`src/url_dedup_hash_queue_core_assert.svh`:
```
// Assertion macros for the URL dedup hash queue.
// Both assume the enclosing module has a port i_clk; UDHQ_ASSERT also needs i_rst_n.
`ifndef URL_DEDUP_HASH_QUEUE_CORE_ASSERT_SVH
`define URL_DEDUP_HASH_QUEUE_CORE_ASSERT_SVH

`ifndef SYNTH
`define UDHQ_ASSERT(lbl, prop) \
    lbl: assert property (@(posedge i_clk) disable iff (!i_rst_n) (prop)) \
        else $error("udhq assertion failed");
`define UDHQ_ASSERT_NR(lbl, prop) \
    lbl: assert property (@(posedge i_clk) (prop)) \
        else $error("udhq assertion failed");
`else
`define UDHQ_ASSERT(lbl, prop)
`define UDHQ_ASSERT_NR(lbl, prop)
`endif

`endif

```
`src/udhq_pkg.sv`:
```
package udhq_pkg;

    localparam int VisitedDepthDef = 256;
    localparam int QueueDepthDef   = 256;
    localparam int MaxUrlBytesDef  = 255;

    localparam logic [31:0] FnvBasis = 32'h811c9dc5;
    localparam logic [31:0] FnvPrime = 32'h01000193;

    localparam logic [7:0] ChColon = 8'h3a;
    localparam logic [7:0] ChSlash = 8'h2f;

    localparam logic FuncPush = 1'b0;
    localparam logic FuncPop  = 1'b1;

    typedef enum logic [2:0] {
        STAT_ACCEPTED  = 3'd0,
        STAT_DUPLICATE = 3'd1,
        STAT_FULL      = 3'd2,
        STAT_POPPED    = 3'd3,
        STAT_EMPTY     = 3'd4
    } t_status;

    typedef enum logic [1:0] {
        CTL_IDLE,
        CTL_PROBE,
        CTL_DELIVER
    } t_ctl_state;

    typedef enum logic [1:0] {
        SET_CLEAR,
        SET_IDLE,
        SET_MOD,
        SET_PROBE
    } t_set_state;

    typedef struct packed {
        logic        start;
        logic [31:0] hash;
        logic        room;
    } t_set_req;

    typedef struct packed {
        logic ready;
        logic done;
        logic dup;
    } t_set_rsp;

endpackage

```
`src/udhq_hasher.sv`:
```
module udhq_hasher #(
    parameter int MAX_URL_BYTES = udhq_pkg::MaxUrlBytesDef
) (
    input  logic        i_clk,
    input  logic        i_rst_n,
    input  logic        i_take,
    input  logic        i_last,
    input  logic [7:0]  i_byte,
    output logic [31:0] o_hash
);
    import udhq_pkg::*;

    localparam int LW = $clog2(MAX_URL_BYTES + 1);

    logic [31:0]   r_hash, n_hash;
    logic [31:0]   r_prior, n_prior;
    logic [LW-1:0] r_len, n_len;
    logic [1:0]    r_step, n_step;
    logic          r_scheme, n_scheme;
    logic [1:0]    r_path, n_path;
    logic [7:0]    r_final, n_final;
    logic          r_ended, n_ended;

    always_comb begin
        n_hash   = r_hash;
        n_prior  = r_prior;
        n_len    = r_len;
        n_step   = r_step;
        n_scheme = r_scheme;
        n_path   = r_path;
        n_final  = r_final;
        n_ended  = r_ended;
        if (!r_ended && r_len < LW'(MAX_URL_BYTES)) begin
            if (i_byte == 8'd0) begin
                n_ended = 1'b1;
            end else begin
                n_prior = r_hash;
                n_hash  = (r_hash ^ {24'd0, i_byte}) * FnvPrime;
                n_len   = r_len + LW'(1);
                n_final = i_byte;

                if (r_path != 2'd0) begin
                    if (r_path < 2'd2) begin
                        n_path = r_path + 2'd1;
                    end
                end else if (r_scheme && i_byte == ChSlash) begin
                    n_path = 2'd1;
                end

                if (!r_scheme) begin
                    if (r_step == 2'd0) begin
                        n_step = (i_byte == ChColon) ? 2'd1 : 2'd0;
                    end else if (i_byte == ChSlash) begin
                        if (r_step == 2'd2) begin
                            n_scheme = 1'b1;
                            n_step   = 2'd0;
                        end else begin
                            n_step = 2'd2;
                        end
                    end else begin
                        n_step = (i_byte == ChColon) ? 2'd1 : 2'd0;
                    end
                end
            end
        end
    end

    // trailing slash dropped only when the path runs past its first byte
    assign o_hash = (n_len > LW'(1) && n_final == ChSlash && n_path >= 2'd2) ? n_prior : n_hash;

    always_ff @(posedge i_clk) begin
        if (!i_rst_n || (i_take && i_last)) begin
            r_hash   <= FnvBasis;
            r_prior  <= FnvBasis;
            r_len    <= '0;
            r_step   <= 2'd0;
            r_scheme <= 1'b0;
            r_path   <= 2'd0;
            r_final  <= 8'd0;
            r_ended  <= 1'b0;
        end else if (i_take) begin
            r_hash   <= n_hash;
            r_prior  <= n_prior;
            r_len    <= n_len;
            r_step   <= n_step;
            r_scheme <= n_scheme;
            r_path   <= n_path;
            r_final  <= n_final;
            r_ended  <= n_ended;
        end
    end

endmodule

```
`config.mk`:
```
export PLATFORM = sky130hd
export DESIGN_NAME = udhq_hasher
export DESIGN_NICKNAME = d
export VERILOG_FILES = /design/src/url_dedup_hash_queue_core_assert.svh /design/src/udhq_pkg.sv /design/src/udhq_hasher.sv
export SDC_FILE = /design/constraint.sdc
export NUM_CORES = 1
export LEC_CHECK = 0
export ABC_AREA = 1
export BUFFER_PORTS_ARGS = -buffer_cell sky130_fd_sc_hd__buf_4
export CAP_MARGIN = 20
export CORE_MARGIN = 3
export CORE_UTILIZATION = 40
export DETAILED_ROUTE_END_ITERATION = 8
export PLACE_DENSITY = 0.65
export SYNTH_ARGS = -nofsm -noshare
export SYNTH_HDL_FRONTEND = slang
export SYNTH_SLANG_ARGS = --single-unit
```
`constraint.sdc`:
```
create_clock -name i_clk -period 11.07 [get_ports i_clk]
set_input_delay 0.5535 -clock i_clk [delete_from_list [all_inputs] [get_ports i_clk]]
set_output_delay 0.5535 -clock i_clk [all_outputs]
set_load 0.005 [all_outputs]
```
# [After elaboration in Yosys (flattened, before gate mapping)]
# Cells that the tools add are included.
[totals] regBits=86 inputBits=12 output_inout_bits=32 wordCells=58
[op_classes] addsub=2 n_mul=1 order_cmp=4 n_eq_ne=4 muxes=22 bitwise_logic=3 n_reduce_logical=14
[ops] cell="32-bit two-way mux" n=5
[ops] cell="32-bit by 25-bit multiplier with 32-bit output, second input constant" n=1
[ops] cell="8-bit two-way mux" n=4
[ops] cell="32-bit by 8-bit XOR with 32-bit output" n=1
[ops] cell="8-bit by 6-bit equality test with 1-bit output, second input constant" n=3
[ops] cell="2-bit two-way mux" n=8
[ops] cell="8-bit by 1-bit adder with 8-bit output, second input constant" n=1
[ops] cell="8-bit by 1-bit greater-than comparator with 1-bit output, second input constant" n=1
[ops] cell="8-bit zero test" n=1
[ops] cell="8-bit < comparator, second input constant" n=1
[ops] cell="3-bit AND reduction" n=2
[ops] cell="1-bit logical AND" n=5
[ops] cell="1-bit two-way mux" n=5
[ops] cell="4-bit AND reduction" n=1
[ops] cell="2-bit by 1-bit adder with 2-bit output, second input constant" n=1
[ops] cell="2-bit equality test, second input constant" n=1
[ops] cell="2-bit >= comparator, second input constant" n=1
[ops] cell="1-bit zero test" n=2
[ops] cell="2-bit zero test" n=1
[ops] cell="2-bit < comparator, second input constant" n=1
[ops] cell="1-bit NOT" n=2
[ops] cell="2-bit nonzero test" n=1
[ops] cell="1-bit logical OR" n=1

# [Logic depth before layout (Yosys ltp)]
[logic_depth] word_depth=9 depth_mapped=26

# [Worst setup path before layout]
# OpenSTA, ideal clock, no wires.
[synth_timing] kind="input-to-output" from="input i_byte[6]" to="output o_hash[31]" t_arrival_ns=4.868 path_slack_ns=5.649 path_stages=22 n_path_buf=0 cell_sequence="xor2_1 -> ha_1 -> ha_1 -> fa_1 -> ha_1 -> fa_1 -> ha_1 -> inv_1 -> fa_1 -> inv_1 -> ha_1 -> nand2_1 -> inv_1 -> a21oi_1 -> nand3_1 -> nand2_1 -> inv_1 -> nor2_1 -> nand3_1 -> nand3_1 -> nand3_1 -> nand2_1"
[synth_between] elab_chain_len=9
[synth_rtl] element="start, declared" line_no="udhq_hasher.sv:8" rtl="input logic [7:0] i_byte,"
[synth_rtl] element="branches (longest 8 deep; another with 32-bit by 25-bit multiplier with 32-bit output)"
[synth_rtl] element="32-bit two-way mux *" line_no="udhq_hasher.sv:69" rtl="assign o_hash = (n_len > LW'(1) && n_final == ChSlash && n_path >= 2'd2) ? n_prior : n_hash;"
[synth_rtl] element="end, declared" line_no="udhq_hasher.sv:9" rtl="output logic [31:0] o_hash"
# Mark *: on every way between the ends.

# [Final worst setup path]
[layout_timing] from="register r_hash[3]" to="output o_hash[17]"
[layout_between] elab_chain_len=5
[layout_rtl] element="start, declared" line_no="udhq_hasher.sv:15" rtl="logic [31:0] r_hash, n_hash;"
[layout_rtl] element="start signal, assigned" line_no="udhq_hasher.sv:73" rtl="r_hash <= FnvBasis;"
[layout_rtl] element="start signal, assigned" line_no="udhq_hasher.sv:82" rtl="r_hash <= n_hash;"
[layout_rtl] element="32-bit by 8-bit XOR with 32-bit output" line_no="udhq_hasher.sv:38" rtl="n_hash = (r_hash ^ {24'd0, i_byte}) * FnvPrime;"
[layout_rtl] element="32-bit by 25-bit multiplier with 32-bit output" line_no="udhq_hasher.sv:38"
[layout_rtl] element="32-bit two-way mux" line_no="udhq_hasher.sv:34" rtl="if (i_byte == 8'd0) begin"
[layout_rtl] element="32-bit two-way mux" line_no="udhq_hasher.sv:33" rtl="if (!r_ended && r_len < LW'(MAX_URL_BYTES)) begin"
[layout_rtl] element="32-bit two-way mux" line_no="udhq_hasher.sv:69"
# Every way passes these cells.

==> impl_metrics.toml <==
[global_route]
grt_pass1_vias = 9674
grt_remaining_overflow = 0
grt_usage_pct = 20.3
grt_pass1_wl_um = 49400
antenna_found_initial = 0
grt_max_degree = 98

[detailed_routing]
drt_iter0_markers = 573
remaining_drc_errors = 0
drt_wl_total_um = 29800
first_pass_iters = 6
ant_nets = 0
wl_per_cell_um = 15.1
via_per_inst = 5.03
vias = 9914

[sta]
worst_slew_pin_slew_ps = 1020
slew_violations = 0
relSlewSlack_pct = 31.9
tns_ps = 0
fmax_ghz = 0.154
rsz0062_at_grt = "false"
finalSetupViolCount = 0
period_share_pct = 58.8
fin_crit_ps = 6510
final_hold_viol_count = 0
worst_clock_skew_ps = 16.8
whs_ps = 448

[synth]
synth-async-reset-ratio_pct = 0
netlist_area_mm2 = 0.0112
syn_avg_cell_area_um2 = 7.11
synth_flop_cell = "dfxtp_1"
ys_seq_area_share_pct = 15.4
yosysUniqueCellTypes = 38
syn_inst = 1575
ys_seq_elements = 86
synth_nets = 1847
synth.yosys.warnings = 0
synth-edff-count = 0

[clock_network]
clock-root-buffer = "clkbuf_16"
post_cts_buffers = 0
cts_buffers = 9
clk_latency_ps = 360
cts_tree = "built"
cts_max_level = 3
cts-resized-gates = 0
clock-sinks = 86
hold_buffers = 0
cts_buffer_depth = 2
path_clk_slew_ps = 70

[layout]
syn_to_final_growth_pct = 8.17
drive_gt1_share_pct = 8.26
seq_area_mm2 = 0.00172
fillers = 2841
fin_cells = 1970
layout_commonest_cell = "nand2_1"
multiInputGateArea_mm2 = 0.00801
diodes = 0
layout_common_cells = "359 x nand2_1, 321 x inv_1, 186 x ha_1"
final_net_count = 1865

[floorplan]
die_area_mm2 = 0.0301
core_area_mm2 = 0.0273
start_util_pct = 41.1
die_h_um = 173
die_w_um = 173
rows = 60
ioPinCount = 44

[setup_path]
cp-startpoint = "r_hash[3]"
r2r_start = "r_hash[3]"
required_ps = 10520
cp_slowest_stage_delay_ps = 530
path_max_fanout = 4
crit_path_end_kind = "output pin"
critPathKind = "reg -> out"
cp_slowest_cell = "xor2_1"
cpMostUsedCell = "ha_1"
worstPathCellList = "xor2_1, ha_1, ha_1, fa_1, ha_1, fa_1, ha_1, inv_1, fa_1, inv_1, ha_1, nand2_1, inv_1, a21oi_1, nand3_1, nand2_1, a21o_1, nand3_1, nand2_1, inv_1, nand2_1, o21ai_0, buf_4"
crit_path_start_kind = "register"
cp.arrival_ps = 5960

[place]
port_buffers = 43
gp_congestion = 0.961
dp_hpwl_um = 24000
placed_cells = 1954

[hold_path]
min_path_type = "reg -> reg"
min_from = "r_prior[22]"

[job]
max_cap_viol_count = 0

[run_status]
outcome = "finished clean"
critical path, delay by kind of cell (launching register included):
kind | cells | cell delay (ps)
xor gates and xnor gates | 1 | 530
and+or+nand+nor | 6 | 860
adders and majority gates | 8 | 2980
buffers and inverters | 5 | 390
AOI/OAI and AO/OA | 3 | 480
DFF | 1 | 380
metrics by stage:
| stage | cell area, µm² | worst slack, ps | util [%] |
|---|---|---|---|
| after floorplan | 11200 | 5650 | - |
| after global placement | 11800 | 4660 | 43.4 |
| after detailed placement | 11800 | 4640 | 43.4 |
| after CTS | 12100 | 4550 | 44.5 |
| after global routing | 12100 | 4160 | 44.5 |
| final | 12100 | 4560 | 44.5 |
final timing paths:
check                                   end  slack [ps]  cells past startpoint
worst min-delay path            r_prior[22]         450                      2
worst max-delay path             o_hash[17]        4560                     23
worst min register to register  r_prior[22]         450                      2
worst max register to register   r_hash[31]        5510                     23
cell type report:
class / instances / area share, %
Inverter: 324 / 10.0
Multi-Input combinational cell: 1118 / 66.1
Timing Repair Buffer: 54 / 3.34
Clock buffer: 9 / 1.86
Tap cell: 372 / 3.84
Clock inverter: 7 / 0.640
Sequential cell: 86 / 14.2
registers in the layout, indices dropped and copies added (netlist names):
name / flops
r_hash: 32
r_prior: 32
r_final: 8
r_len: 8
r_path: 2
r_step: 2
r_ended: 1
r_scheme: 1
layer usage:
layer | global-route usage (%) | wire [µm]
met5 | 0 | 0
met4 | 5.68 | 708
met3 | 2.41 | 1280
met2 | 34.8 | 14000
met1 | 26.9 | 13900
cell families after synthesis:
| group | count (synthesis) | synth area share (%) |
|---|---|---|
| buffers and inverters | 371 | 13.2 |
| adder cells (fa/ha/maj) | 260 | 34.0 |
| flip-flops | 86 | 15.4 |
| XOR/XNOR | 27 | 2.11 |
| multiplexers | 5 | 0.447 |
| AND/OR/NAND/NOR | 575 | 22.3 |
| AO/OA/AOI/OAI | 251 | 12.6 |
synth_stat cells, types with 6 or more instances:
library cell / n / area, µm²
a21oi_1: 90 / 450
buf_2: 6 / 30.0
clkbuf_1: 32 / 120
dfxtp_1: 86 / 1720
fa_1: 74 / 1480
ha_1: 186 / 2330
inv_1: 321 / 1200
nand2_1: 359 / 1350
nand2_2: 13 / 81.3
nand2_4: 6 / 67.6
nand3_1: 69 / 345
nand3_2: 6 / 60.1
nand4_1: 20 / 125
nor2_1: 67 / 251
nor2_2: 6 / 37.5
nor3_1: 9 / 45.0
o211ai_1: 23 / 173
o21ai_0: 108 / 541
o21ai_2: 16 / 140
or2_2: 10 / 62.6
xnor2_1: 12 / 105
xor2_1: 15 / 131
Power is left out: the tool's default activity adds up to more than one toggle a clock period on the data nets, which glitch-free logic cannot reach.
